File: src/sacrs_pkg.sv
// ----------------------------------------------------------------------------
// sacrs_pkg
// Shared constants, register map, command codes and channel value table for
// the SPI ADC command register slave.
// ----------------------------------------------------------------------------
package sacrs_pkg;

    // Field and counter widths
    localparam int BYTE_W = 8;
    localparam int IDX_W  = 6;   // register pointer, holds 0..32
    localparam int CNT_W  = 6;   // read/write counts, hold 0..32
    localparam int PTR_W  = 5;   // pointer field carried in a command byte
    localparam int CH_W   = 16;
    localparam int NUM_CH = 16;
    localparam int SEL_W  = 4;

    // Register map
    localparam logic [PTR_W-1:0] ADDR_ID       = 5'd0;
    localparam logic [PTR_W-1:0] ADDR_STATUS   = 5'd1;
    localparam logic [PTR_W-1:0] ADDR_INPMUX   = 5'd2;
    localparam logic [PTR_W-1:0] ADDR_DATARATE = 5'd4;
    localparam logic [PTR_W-1:0] ADDR_REF      = 5'd5;
    localparam logic [PTR_W-1:0] ADDR_IDAC_MUX = 5'd7;
    localparam logic [PTR_W-1:0] ADDR_SYS      = 5'd9;
    localparam logic [PTR_W-1:0] ADDR_FSCAL1   = 5'd15;

    // Command codes
    localparam logic [BYTE_W-1:0] CMD_NOP        = 8'h00;
    localparam logic [BYTE_W-1:0] CMD_RDATA      = 8'h12;
    localparam logic [BYTE_W-1:0] CMD_RDATA_MASK = 8'hfe;
    localparam logic [BYTE_W-1:0] CMD_RREG       = 8'h20;
    localparam logic [BYTE_W-1:0] CMD_WREG       = 8'h40;
    localparam logic [BYTE_W-1:0] CMD_TOP_MASK   = 8'he0;

    // STATUS busy flag position
    localparam int STATUS_BUSY_BIT = 5;

    // Configuration register map (word index)
    localparam logic CFG_STARTUP_DELAY = 1'b0;

    localparam logic [CH_W-1:0] CHANNEL_SEED = 16'h96a9;

    typedef logic [NUM_CH-1:0][CH_W-1:0] chan_tbl_t;

    // Power-up value of each register
    function automatic logic [BYTE_W-1:0] reg_default(input logic [PTR_W-1:0] addr);
        logic [BYTE_W-1:0] v;
        case (addr)
            ADDR_ID:       v = 8'h04;
            ADDR_STATUS:   v = 8'h80;
            ADDR_INPMUX:   v = 8'h01;
            ADDR_DATARATE: v = 8'h14;
            ADDR_REF:      v = 8'h10;
            ADDR_IDAC_MUX: v = 8'hff;
            ADDR_SYS:      v = 8'h10;
            ADDR_FSCAL1:   v = 8'h40;
            default:       v = 8'h00;
        endcase
        return v;
    endfunction

    // Fake channel values: rotate left by one, then add seven
    function automatic chan_tbl_t chan_table();
        chan_tbl_t t;
        logic [CH_W-1:0] x;
        x = CHANNEL_SEED;
        for (int i = 0; i < NUM_CH; i++)
        begin
            x = {x[CH_W-2:0], x[CH_W-1]};
            x = x + 16'd7;
            t[i] = x;
        end
        return t;
    endfunction

    localparam chan_tbl_t CHAN_TBL = chan_table();

endpackage

File: src/spi_adc_command_register_slave_unit.sv
// ----------------------------------------------------------------------------
// spi_adc_command_register_slave_unit
// Slave side of an ADC SPI command set: one full-duplex byte per transfer.
// Each incoming byte yields one outgoing byte taken from the state before it.
// ----------------------------------------------------------------------------
//  Channel   Direction  Payload                    Transfer when
//  s_*       in         tdata[7:0] = mosi_byte     s_tvalid & s_tready
//  m_*       out        tdata[7:0] = miso_byte     m_tvalid & m_tready
//  APB       in/out     startup_delay_enable @0x0  psel & penable & pwrite
//
//  One byte per clock sustained while m_tready allows; an input transfer
//  reaches output valid via the register memory read, then output register.
//  The register file sits in a memory with a registered read port;
//  STATUS and INPMUX are kept in flops for the busy flag and channel select.
//  Reset restores power-up register values at once through per-entry valid
//  bits; no clearing pass is needed.
//  A stalled output holds the middle stage, and input is refused only when
//  both stages are full.
// ----------------------------------------------------------------------------
module spi_adc_command_register_slave_unit #(
    parameter int NUM_REGS           = 18,
    parameter int OUT_DEPTH          = 4,
    parameter int STATUS_DELAY_READS = 3
) (
    input  logic                          clk,
    input  logic                          rst_n,
    input  logic                          s_tvalid,
    output logic                          s_tready,
    input  logic [sacrs_pkg::BYTE_W-1:0]  s_tdata,   // [7:0] mosi_byte
    output logic                          m_tvalid,
    input  logic                          m_tready,
    output logic [sacrs_pkg::BYTE_W-1:0]  m_tdata,   // [7:0] miso_byte
    input  logic                          psel,
    input  logic                          penable,
    input  logic                          pwrite,
    input  logic [2:0]                    paddr,
    input  logic [31:0]                   pwdata,
    output logic [31:0]                   prdata,
    output logic                          pready
);
    import sacrs_pkg::*;

    localparam int  RA_W       = (NUM_REGS > 1) ? $clog2(NUM_REGS) : 1;
    localparam int  QA_W       = $clog2(OUT_DEPTH);
    localparam int  QC_W       = $clog2(OUT_DEPTH + 1);
    localparam logic HAS_STATUS = (NUM_REGS > int'(ADDR_STATUS));
    localparam logic HAS_INPMUX = (NUM_REGS > int'(ADDR_INPMUX));
    localparam logic [IDX_W-1:0] NREG_IDX = IDX_W'(NUM_REGS);
    localparam logic [IDX_W-1:0] IDX_STATUS = IDX_W'(ADDR_STATUS);
    localparam logic [IDX_W-1:0] IDX_INPMUX = IDX_W'(ADDR_INPMUX);

    // Control state
    logic                 sde_reg;
    logic [IDX_W-1:0]     idx_reg,      idx_next;
    logic [CNT_W-1:0]     rd_cnt_reg,   rd_cnt_next;
    logic [CNT_W-1:0]     wr_cnt_reg,   wr_cnt_next;
    logic                 pend_valid_reg, pend_valid_next;
    logic                 pend_wr_reg,  pend_wr_next;
    logic [QC_W-1:0]      qcnt_reg,     qcnt_next;
    logic [1:0]           srl_reg,      srl_next;
    logic [BYTE_W-1:0]    status_reg,   status_next;
    logic [BYTE_W-1:0]    inpmux_reg,   inpmux_next;
    logic [BYTE_W-1:0]    queue_reg [OUT_DEPTH];
    logic [BYTE_W-1:0]    queue_next [OUT_DEPTH];

    // Pipeline
    logic                 s1_valid_reg;
    logic                 s1_mem_reg;
    logic [BYTE_W-1:0]    s1_byte_reg;
    logic                 out_valid_reg;
    logic [BYTE_W-1:0]    out_byte_reg;

    logic                 s_acc;
    logic                 s1_adv;
    logic                 rd_from_mem;
    logic [BYTE_W-1:0]    rd_byte;
    logic                 mem_re;
    logic                 mem_we;
    logic [IDX_W-1:0]     idx_v;
    logic [QC_W-1:0]      cnt_v;
    logic [BYTE_W-1:0]    st_v;
    logic [CH_W-1:0]      chv;
    logic [SEL_W-1:0]     chan_sel;
    logic [BYTE_W-1:0]    d;
    logic [BYTE_W-1:0]    mem_rdata;
    logic                 cfg_wr;

    assign d      = s_tdata;
    assign s1_adv = !out_valid_reg || m_tready;
    assign s_tready = !s1_valid_reg || s1_adv;
    assign s_acc  = s_tvalid && s_tready;
    assign chan_sel = HAS_INPMUX ? inpmux_reg[BYTE_W-1:BYTE_W-SEL_W] : '0;

    // Configuration port
    assign pready = 1'b1;
    assign cfg_wr = psel && penable && pwrite && pready;
    assign prdata = (paddr[2] == CFG_STARTUP_DELAY) ? {31'b0, sde_reg} : 32'b0;

    always_ff @(posedge clk or negedge rst_n)
    begin
        if (!rst_n)
        begin
            sde_reg <= 1'b0;
        end
        else if (cfg_wr && paddr[2] == CFG_STARTUP_DELAY)
        begin
            sde_reg <= pwdata[0];
        end
    end

    // Decode one byte: produce the outgoing byte, then act on the incoming one
    always_comb
    begin
        idx_next        = idx_reg;
        rd_cnt_next     = rd_cnt_reg;
        wr_cnt_next     = wr_cnt_reg;
        pend_valid_next = pend_valid_reg;
        pend_wr_next    = pend_wr_reg;
        srl_next        = srl_reg;
        status_next     = status_reg;
        inpmux_next     = inpmux_reg;
        queue_next      = queue_reg;
        rd_from_mem     = 1'b0;
        rd_byte         = '0;
        mem_re          = 1'b0;
        mem_we          = 1'b0;
        idx_v           = idx_reg;
        cnt_v           = qcnt_reg;
        st_v            = status_reg;
        chv             = CHAN_TBL[chan_sel];
        if (s_acc)
        begin
            // Outgoing byte: queue first, then register read
            if (qcnt_reg != '0)
            begin
                cnt_v   = qcnt_reg - 1'b1;
                rd_byte = queue_reg[cnt_v[QA_W-1:0]];
            end
            else if (rd_cnt_reg != '0)
            begin
                rd_cnt_next = rd_cnt_reg - 1'b1;
                if (idx_reg < NREG_IDX)
                begin
                    if (HAS_STATUS && idx_reg == IDX_STATUS)
                    begin
                        if (sde_reg)
                        begin
                            st_v[STATUS_BUSY_BIT] = (srl_reg != 2'd0);
                            if (srl_reg != 2'd0)
                            begin
                                srl_next = srl_reg - 2'd1;
                            end
                        end
                        status_next = st_v;
                        rd_byte     = st_v;
                    end
                    else if (HAS_INPMUX && idx_reg == IDX_INPMUX)
                    begin
                        rd_byte = inpmux_reg;
                    end
                    else
                    begin
                        rd_from_mem = 1'b1;
                        mem_re      = 1'b1;
                    end
                    idx_v = idx_reg + 1'b1;
                end
            end
            idx_next = idx_v;

            // Incoming byte
            if (wr_cnt_reg != '0)
            begin
                wr_cnt_next = wr_cnt_reg - 1'b1;
                if (idx_v < NREG_IDX)
                begin
                    mem_we = 1'b1;
                    if (HAS_STATUS && idx_v == IDX_STATUS)
                    begin
                        status_next = d;
                    end
                    if (HAS_INPMUX && idx_v == IDX_INPMUX)
                    begin
                        inpmux_next = d;
                    end
                    idx_next = idx_v + 1'b1;
                end
            end
            else if (pend_valid_reg)
            begin
                if (pend_wr_reg)
                begin
                    wr_cnt_next = {1'b0, d[PTR_W-1:0]} + 1'b1;
                end
                else
                begin
                    rd_cnt_next = {1'b0, d[PTR_W-1:0]} + 1'b1;
                end
                pend_valid_next = 1'b0;
            end
            else if ((d & CMD_RDATA_MASK) == CMD_RDATA)
            begin
                // Push LSB, then MSB; drop what does not fit
                if (cnt_v < QC_W'(OUT_DEPTH))
                begin
                    queue_next[cnt_v[QA_W-1:0]] = chv[BYTE_W-1:0];
                    cnt_v = cnt_v + 1'b1;
                end
                if (cnt_v < QC_W'(OUT_DEPTH))
                begin
                    queue_next[cnt_v[QA_W-1:0]] = chv[CH_W-1:BYTE_W];
                    cnt_v = cnt_v + 1'b1;
                end
            end
            else if (d != CMD_NOP)
            begin
                if ((d & CMD_TOP_MASK) == CMD_RREG || (d & CMD_TOP_MASK) == CMD_WREG)
                begin
                    idx_next        = {1'b0, d[PTR_W-1:0]};
                    pend_valid_next = 1'b1;
                    pend_wr_next    = ((d & CMD_TOP_MASK) == CMD_WREG);
                end
            end
        end
        qcnt_next = cnt_v;
    end

    // Control state registers
    always_ff @(posedge clk or negedge rst_n)
    begin
        if (!rst_n)
        begin
            idx_reg        <= '0;
            rd_cnt_reg     <= '0;
            wr_cnt_reg     <= '0;
            pend_valid_reg <= 1'b0;
            pend_wr_reg    <= 1'b0;
            qcnt_reg       <= '0;
            srl_reg        <= 2'(STATUS_DELAY_READS);
            status_reg     <= reg_default(ADDR_STATUS);
            inpmux_reg     <= reg_default(ADDR_INPMUX);
        end
        else
        begin
            idx_reg        <= idx_next;
            rd_cnt_reg     <= rd_cnt_next;
            wr_cnt_reg     <= wr_cnt_next;
            pend_valid_reg <= pend_valid_next;
            pend_wr_reg    <= pend_wr_next;
            qcnt_reg       <= qcnt_next;
            srl_reg        <= srl_next;
            status_reg     <= status_next;
            inpmux_reg     <= inpmux_next;
        end
    end

    // Queue payload
    always_ff @(posedge clk)
    begin
        queue_reg <= queue_next;
    end

    // Register file memory
    sacrs_regmem #(
        .NUM_REGS (NUM_REGS)
    ) u_regmem (
        .clk     (clk),
        .rst_n   (rst_n),
        .wr_en   (mem_we),
        .wr_addr (idx_v[RA_W-1:0]),
        .wr_data (d),
        .rd_en   (mem_re),
        .rd_addr (idx_reg[RA_W-1:0]),
        .rd_data (mem_rdata)
    );

    // Middle stage: waits for memory data, holds while output stalls
    always_ff @(posedge clk or negedge rst_n)
    begin
        if (!rst_n)
        begin
            s1_valid_reg <= 1'b0;
        end
        else if (s_acc)
        begin
            s1_valid_reg <= 1'b1;
        end
        else if (s1_adv)
        begin
            s1_valid_reg <= 1'b0;
        end
    end

    always_ff @(posedge clk)
    begin
        if (s_acc)
        begin
            s1_mem_reg  <= rd_from_mem;
            s1_byte_reg <= rd_byte;
        end
    end

    // Output register
    always_ff @(posedge clk or negedge rst_n)
    begin
        if (!rst_n)
        begin
            out_valid_reg <= 1'b0;
        end
        else if (s1_adv)
        begin
            out_valid_reg <= s1_valid_reg;
        end
    end

    always_ff @(posedge clk)
    begin
        if (s1_adv && s1_valid_reg)
        begin
            out_byte_reg <= s1_mem_reg ? mem_rdata : s1_byte_reg;
        end
    end

    assign m_tvalid = out_valid_reg;
    assign m_tdata  = out_byte_reg;

    // Checks
    a_qcnt_bound: assert property (@(posedge clk) disable iff (!rst_n)
        qcnt_reg <= QC_W'(OUT_DEPTH))
        else $error("output queue count beyond depth");

    a_pend_no_write: assert property (@(posedge clk) disable iff (!rst_n)
        pend_valid_reg |-> wr_cnt_reg == '0)
        else $error("command pending while a write burst is open");

    a_no_mem_when_idle: assert property (@(posedge clk) disable iff (!rst_n)
        s_acc && qcnt_reg == '0 && rd_cnt_reg == '0 |=> !s1_mem_reg)
        else $error("memory selected without a register read");

    a_stall_holds: assert property (@(posedge clk) disable iff (!rst_n)
        !s_tready |-> s1_valid_reg && out_valid_reg)
        else $error("input refused with a free stage");

endmodule

File: src/sacrs_regmem.sv
// ----------------------------------------------------------------------------
// sacrs_regmem
// Register file memory: one write port, one registered read port, with a
// valid bit per entry so unwritten entries read back their power-up value.
// ----------------------------------------------------------------------------
module sacrs_regmem #(
    parameter int NUM_REGS = 18
) (
    input  logic                                    clk,
    input  logic                                    rst_n,
    input  logic                                    wr_en,
    input  logic [(NUM_REGS > 1 ? $clog2(NUM_REGS) : 1)-1:0] wr_addr,
    input  logic [sacrs_pkg::BYTE_W-1:0]            wr_data,
    input  logic                                    rd_en,
    input  logic [(NUM_REGS > 1 ? $clog2(NUM_REGS) : 1)-1:0] rd_addr,
    output logic [sacrs_pkg::BYTE_W-1:0]            rd_data
);
    import sacrs_pkg::*;

    logic [BYTE_W-1:0]   mem [NUM_REGS];
    logic [NUM_REGS-1:0] valid_reg;
    logic [BYTE_W-1:0]   rdata_reg;
    logic                rvalid_reg;
    logic [BYTE_W-1:0]   rdflt_reg;

    // Write port
    always_ff @(posedge clk)
    begin
        if (wr_en)
        begin
            mem[wr_addr] <= wr_data;
        end
    end

    // Mark written entries
    always_ff @(posedge clk or negedge rst_n)
    begin
        if (!rst_n)
        begin
            valid_reg <= '0;
        end
        else if (wr_en)
        begin
            valid_reg[wr_addr] <= 1'b1;
        end
    end

    // Registered read port, hold data between reads
    always_ff @(posedge clk)
    begin
        if (rd_en)
        begin
            rdata_reg  <= mem[rd_addr];
            rvalid_reg <= valid_reg[rd_addr];
            rdflt_reg  <= reg_default(PTR_W'(rd_addr));
        end
    end

    assign rd_data = rvalid_reg ? rdata_reg : rdflt_reg;

endmodule
File: config.mk
export PLATFORM = sky130hd
export DESIGN_NAME = spi_adc_command_register_slave_unit
export DESIGN_NICKNAME = d
export VERILOG_FILES = /design/src/sacrs_pkg.sv /design/src/spi_adc_command_register_slave_unit.sv /design/src/sacrs_regmem.sv
export SDC_FILE = /design/constraint.sdc
export NUM_CORES = 1
export LEC_CHECK = 0
export BUFFER_PORTS_ARGS = -buffer_cell sky130_fd_sc_hd__buf_2
export CORE_UTILIZATION = 66
export CTS_CLUSTER_DIAMETER = 150
export DETAILED_ROUTE_END_ITERATION = 8
export GPL_TIMING_DRIVEN = 0
export PLACE_DENSITY = 0.95
export SYNTH_ARGS = -nofsm -noshare
export SYNTH_HDL_FRONTEND = slang
export SYNTH_HIERARCHICAL = 1
export SYNTH_SLANG_ARGS = --single-unit
File: constraint.sdc
create_clock -name clk -period 9.3 [get_ports clk]
set_input_delay 0.465 -clock clk [delete_from_list [all_inputs] [get_ports clk]]
set_output_delay 0.465 -clock clk [all_outputs]
set_load 0.02 [all_outputs]
==> results of run 1 <==
[final cells by class]
class	instances	share of cell area [%]
flip-flops and latches	270	51.6
plain buffers	83	3.59
inverters	39	0.968
repair buffers	27	0.910
clock inverters	12	0.670
clock buffers	36	4.82
multi-input cells	723	35.2
well taps	270	2.23
[routing by layer]
metal  vias to the layer above  part of all wire, %  routed length (um)
met2                       589                   50               16800
met1                      4681                   38               12600
met5                         -                    0                   0
met4                         0                  4.8                1610
li1                       4152                    -                   -
met3                       116                  7.6                2540
[path summary, 6_finish.rpt]
kind / to / slack, ns / depth (start not counted)
min in group clk: s1_valid_reg$_DFFE_PN0P_ / 0.17 / 2
hold / removal: sde_reg$_DFFE_PN0P_ / 0.03 / 1
setup / recovery: u_regmem/mem[10][2]$_DFFE_PP_ / 5.22 / 11
max in group asynchronous: u_regmem/valid_reg[3]$_DFFE_PN0P_ / 8.70 / 1
hold reg to reg: u_regmem/valid_reg[12]$_DFFE_PN0P_ / 0.48 / 1
setup reg to reg: u_regmem/mem[10][2]$_DFFE_PP_ / 5.22 / 11
[synth_stat cells (10+ instances only)]
library cell,count,share of area (%)
inv_1,37,1.0
mux2_2,35,2.9
dfrtp_1,58,11
nor3_1,13,0.48
o21ai_0,55,2.0
buf_4,38,2.1
a22oi_1,27,1.5
nor2_1,77,2.1
nand3_1,22,0.80
nand2_1,72,2.0
nor2b_1,10,0.46
mux4_2,14,2.3
o211ai_1,15,0.82
or2_2,18,0.82
edfxtp_1,208,46
mux2i_1,90,6.6
clkbuf_1,24,0.66
mux2_4,15,1.6
nand2b_1,23,1.1
a21oi_1,35,1.3
ha_1,32,2.9
[power breakdown]
part	total, uW	switching, uW	internal, uW
clock	1020	448	577
combinational	2080	1260	814
sequential	1700	129	1570
total	4810	1840	2970
[cells in the final DEF (no fill, tap or decap), drive strengths merged, types with 10 or more instances in the layout]
cell type  Yosys  layout
nand2b        23      23
clkbuf        25      61
conb           2      32
o21ai         60      60
nor2          81      81
buf           58      85
or2           22      22
o211ai        15      15
nand3         22      22
nor2b         10      10
a21oi         36      36
nand2         72      72
mux2          50      50
mux4          15      15
clkinv         2      10
nor3          15      15
edfxtp       208     208
a22oi         27      27
inv           37      38
mux2i         90      90
ha            32      32
dfrtp         58      58
[worst register-to-register path: stages (launching register included)]
cell and delay, ns:
dfrtp_1 0.42, inv_1 0.24, ha_1 0.27, nand2b_1 0.07, buf_2 0.17, a21o_1 0.28
nor2_1 0.39, nand2_1 0.15, nor2_1 0.15, xnor2_1 0.23, or3b_2 0.55, nor2_1 0.77
[metrics by stage]
| step | cells | area, sq um | hold WS [ns] | utilization, % | total power (uW) |
|---|---|---|---|---|---|
| after global placement | 1412 | 14300 | 0.440 | 70.3 | 3600 |
| after global routing | 1460 | 15100 | 0.0934 | 74.5 | 5020 |
| after CTS | 1460 | 15100 | 0.0615 | 74.5 | 4770 |
| after floorplan | 1115 | 13800 | 0.169 | - | 3180 |
| after detailed placement | 1412 | 14300 | 0.450 | 70.4 | 3710 |
| final | 1460 | 15100 | 0.0251 | 74.5 | 4810 |
[cells by family (layout without fill, tap and decap cells)]
| family | count (synthesis) | after routing | share of synthesized area (%) |
|---|---|---|---|
| fa+ha+maj | 32 | 32 | 2.92 |
| mux | 155 | 155 | 13.6 |
| simple gates | 288 | 288 | 10.5 |
| compound gates | 202 | 202 | 9.98 |
| buf+inv | 122 | 197 | 5.04 |
| other cells | 2 | 32 | 0.0549 |
| xor+xnor | 14 | 14 | 0.896 |
| flops | 270 | 270 | 57.0 |
==> results.cfg, run 1 <==
[outcome]
status = complete, no violations

[sta]
worst_slack_ns = 5.22
rsz0062_at_grt = no
tns_ns = 0
setup_violations = 0
hold_viol = 0
fin_crit_sh_pct = 43.8
slew-limit-headroom_pct = 26.8
finClkSkew_ns = 0.0211
slew_viol_final = 0
fmaxAchievable_mhz = 245
min_period_ns = 4.08
tightest_slew_ns = 1.09

[logic_synthesis]
synthesis.instances = 1085
synth-seq-area-share_pct = 57.0
synth_seq_cells = 270
avgSynthCellArea_sq_um = 12.6
yosysWarnings = 6
synthArstFlopShare_pct = 23.0
dominantRegCellSynth = edfxtp_1
synth_area_sq_um = 13700
ys_types = 82
synth-edff-count = 208

[critical_path]
cp_num_buf_inv = 2
crit_type = reg2reg
worstPathCellList = inv_1 > ha_1 > nand2b_1 > buf_2 > a21o_1 > nor2_1 > nand2_1 > nor2_1 > xnor2_1 > or3b_2 > nor2_1
cp-start-kind = flop
arrival_ns = 4.22
cp_max_fo = 9
slowest_stage = nor2_1
cpPeakStageDelay_ns = 0.77
end_kind = flop
crit_start = qcnt_reg[0]$_DFFE_PN0P_
crit_required_ns = 9.45
path_common_cell = nor2_1
crit-reg2reg-launch = qcnt_reg[0]$_DFFE_PN0P_
cp_top_family = simple AND/OR/NAND/NOR gates

[power_and_ir_drop]
p_leak_uw = 0.00588
p_per_area_nw_per_um2 = 318
vdd_drop_max_mv = 0.342

[floorplanning]
start_util_pct = 67.4
die_h_um = 146
rows = 52
io_pins = 93
die_area_sq_um = 21300
die_w_um = 146
coreArea_sq_um = 20300

[clock_network]
cts_tree = yes
clk_latency_ns = 0.54
clockBufferDepth = 3
holdBufCountCts = 0
clock-sinks = 270
htreeDepth = 1
path_clk_slew_ns = 0.06
root_buffer = clkbuf_16
post_cts.repair.setup_buffers = 0
post_cts_resized = 0
cts_buffers = 26

[grt]
first_global_vias = 9251
grt_use_met2_pct = 54.1
grt_use_total_pct = 31.7
grt_pass1_wl_um = 51800
top_usage_layer = met2
grt_max_degree = 63
gr-usage-met1_pct = 40.4
grt_util_met3_pct = 3.94
gr-total-overflow = 0
antenna_found_initial = 0

[cells_and_area]
nNetsFinal = 1252
largest_reg_flops = 144
n_fill_cell = 1231
seq_area_sq_um = 7800
synthToLayoutAreaGrowth_pct = 10.4
antenna_cells = 0
drive_above_1_share_pct = 19.1
multi_input_area_sq_um = 5320

[drt]
wl_per_cell_um = 23.0
dr.pass1.iters = 7
drt-initial-drc-count = 981
drtAntennaViolNets = 0
drt_wl_total_um = 33500
drc = 0
via_count = 9538
viasPerCell = 6.53

[place]
place.gp.congestion = 0.941
dp_hpwl_um = 21700
pre_cts_slack_ns = 5.23
port_buffers = 27

[job]
maxCapViolations = 0

[worst_hold_path]
hold_path_class = in2async
(Power assumes the default switching activity.)
==> run 2: changes to the inputs <==
--- a/config.mk
+++ b/config.mk
@@ -6,11 +6,11 @@
 export NUM_CORES = 1
 export LEC_CHECK = 0
 export BUFFER_PORTS_ARGS = -buffer_cell sky130_fd_sc_hd__buf_2
-export CORE_UTILIZATION = 66
+export CORE_UTILIZATION = 61
 export CTS_CLUSTER_DIAMETER = 150
 export DETAILED_ROUTE_END_ITERATION = 8
 export GPL_TIMING_DRIVEN = 0
-export PLACE_DENSITY = 0.95
+export PLACE_DENSITY = 0.89
 export SYNTH_ARGS = -nofsm -noshare
 export SYNTH_HDL_FRONTEND = slang
 export SYNTH_HIERARCHICAL = 1
==> constraint.sdc (replaced) <==
create_clock -name clk -period 3.95 [get_ports clk]
set_input_delay 0.1975 -clock clk [delete_from_list [all_inputs] [get_ports clk]]
set_output_delay 0.1975 -clock clk [all_outputs]
set_load 0.02 [all_outputs]
==> results.cfg, run 2 (same netlist as run 1, synthesis figures left out) <==
[place]
dp_hpwl_um = 21300
pre_cts_slack_ns = -0.0164
port_buffers = 27
place.gp.congestion = 0.890
placed_area_sq_um = 14300

[sta]
worst_slack_ns = 0.0298
slew-limit-headroom_pct = 38.7
rsz0062_at_grt = yes
hold_viol = 0
slew_viol_final = 0
fin_crit_sh_pct = 99.2
finClkSkew_ns = 0.0147
min_period_ns = 3.92
tightest_slew_ns = 0.917
fmaxAchievable_mhz = 255
setup_violations = 0

[clock_network]
clock-sinks = 270
path_clk_slew_ns = 0.06
clk_latency_ns = 0.56
htreeDepth = 1
root_buffer = clkbuf_16
cts_tree = yes
clockBufferDepth = 3
cts_buffers = 28

[critical_path]
cpPeakStageDelay_ns = 0.61
crit_start = qcnt_reg[0]$_DFFE_PN0P_
crit_type = reg2reg
crit-reg2reg-launch = qcnt_reg[0]$_DFFE_PN0P_
path_common_cell = nor2_1
cp-start-kind = flop
arrival_ns = 4.11
end_kind = flop
crit_required_ns = 4.14
slowest_stage = or3b_2
worstPathCellList = inv_1 > ha_1 > nand2b_1 > buf_2 > a21o_1 > nor2_1 > nand2_1 > nor2_1 > xnor2_1 > or3b_2 > nor2_2
cp_max_fo = 9

[grt]
antenna_found_initial = 0
grt_max_degree = 63
gr-total-overflow = 0
grt_use_total_pct = 28.1
first_global_vias = 9273
grt_pass1_wl_um = 50900

[power_and_ir_drop]
p_total_uw = 11600
vdd_drop_max_mv = 0.794
p_leak_uw = 0.00597
p_per_area_nw_per_um2 = 755

[cells_and_area]
nNetsFinal = 1259
final_area_sq_um = 15400
n_fill_cell = 1467
synthToLayoutAreaGrowth_pct = 12.1
largest_reg_flops = 144
final_common_cell = edfxtp_1
drive_above_1_share_pct = 20.8
antenna_cells = 0
layout_common_cells = edfxtp_1, mux2i_1, nand2_1

[worst_hold_path]
hold_path_class = in2reg
min_from = s_tdata[2]

[drt]
dr.pass1.iters = 6
drc = 0
drtAntennaViolNets = 0
drt_wl_total_um = 32800
drt-initial-drc-count = 1025
via_count = 9385
wl_per_cell_um = 22.2
viasPerCell = 6.35

[floorplanning]
start_util_pct = 62.5
die_w_um = 152
die_area_sq_um = 23000
rows = 54
die_h_um = 152
io_pins = 93
coreArea_sq_um = 21900

[job]
maxCapViolations = 0

[outcome]
status = complete, no violations
run 2: repair_timing:
action | in CTS | in global routing
setup buffers | 0 | 0
setup endpoints to repair | 33 | 129
resized for setup | 3 | 16
hold buffers | 5 | 0
hold endpoints to repair | 61 | 0
run 2: layout make-up:
type                       count  area (sq um)  share of cell area, %
tap                          280           350                   2.28
clock buffer                  30           708                   4.61
multi-input combinational    723          5370                   35.0
sequential                   270          7800                   50.8
timing repair buffer          32           188                   1.22
inverter                      39           146                  0.954
clock inverter                22           241                   1.57
buffer                        83           544                   3.55
run 2: where the power goes:
group	switching, uW	total, uW	leakage (uW)	internal [uW]
logic	2970	4900	0.00285	1930
clock network	1130	2700	0.000465	1570
registers	295	4000	0.00266	3710
run 2: per-layer routing:
metal	up-vias	wire length [um]	track usage [%]
li1	4176	-	-
met1	4598	12600	36.1
met2	511	16300	47.7
met3	100	2480	4.54
met4	0	1440	11.7
met5	-	0	0
run 2: worst paths after layout:
path                       slack [ns]  depth (start not counted)                                  to
max in group asynchronous        3.07                          2           inpmux_reg[4]$_DFFE_PN0P_
hold / removal                   0.08                          1        u_regmem/mem[6][2]$_DFFE_PP_
hold reg to reg                  0.46                          1  u_regmem/valid_reg[11]$_DFFE_PN0P_
setup / recovery                 0.03                         11       u_regmem/mem[11][1]$_DFFE_PP_
min in group asynchronous        0.30                          2                 sde_reg$_DFFE_PN0P_
setup reg to reg                 0.03                         11       u_regmem/mem[11][1]$_DFFE_PP_
run 2: critical path: cells and delay by family, from the launching register on:
kind,cells,cell delay (ns)
simple gates,6,1.94
compound gates,1,0.29
fa+ha+maj,1,0.29
buf+inv,2,0.39
flops,1,0.42
xor+xnor,1,0.23
run 2: metrics by stage:
| step | hold WS, ns | TNS (ns) | std cells | utilization (%) |
|---|---|---|---|---|
| CTS | 0.0697 | 0 | 1479 | 69.9 |
| finish | 0.0822 | 0 | 1479 | 70.1 |
| global placement | 0.403 | -9.13 | 1422 | 65.3 |
| floorplan | -0.0981 | 0 | 1115 | - |
| detailed placement | 0.357 | -0.125 | 1422 | 65.3 |
| global route | 0.0785 | -2.99 | 1479 | 70.1 |
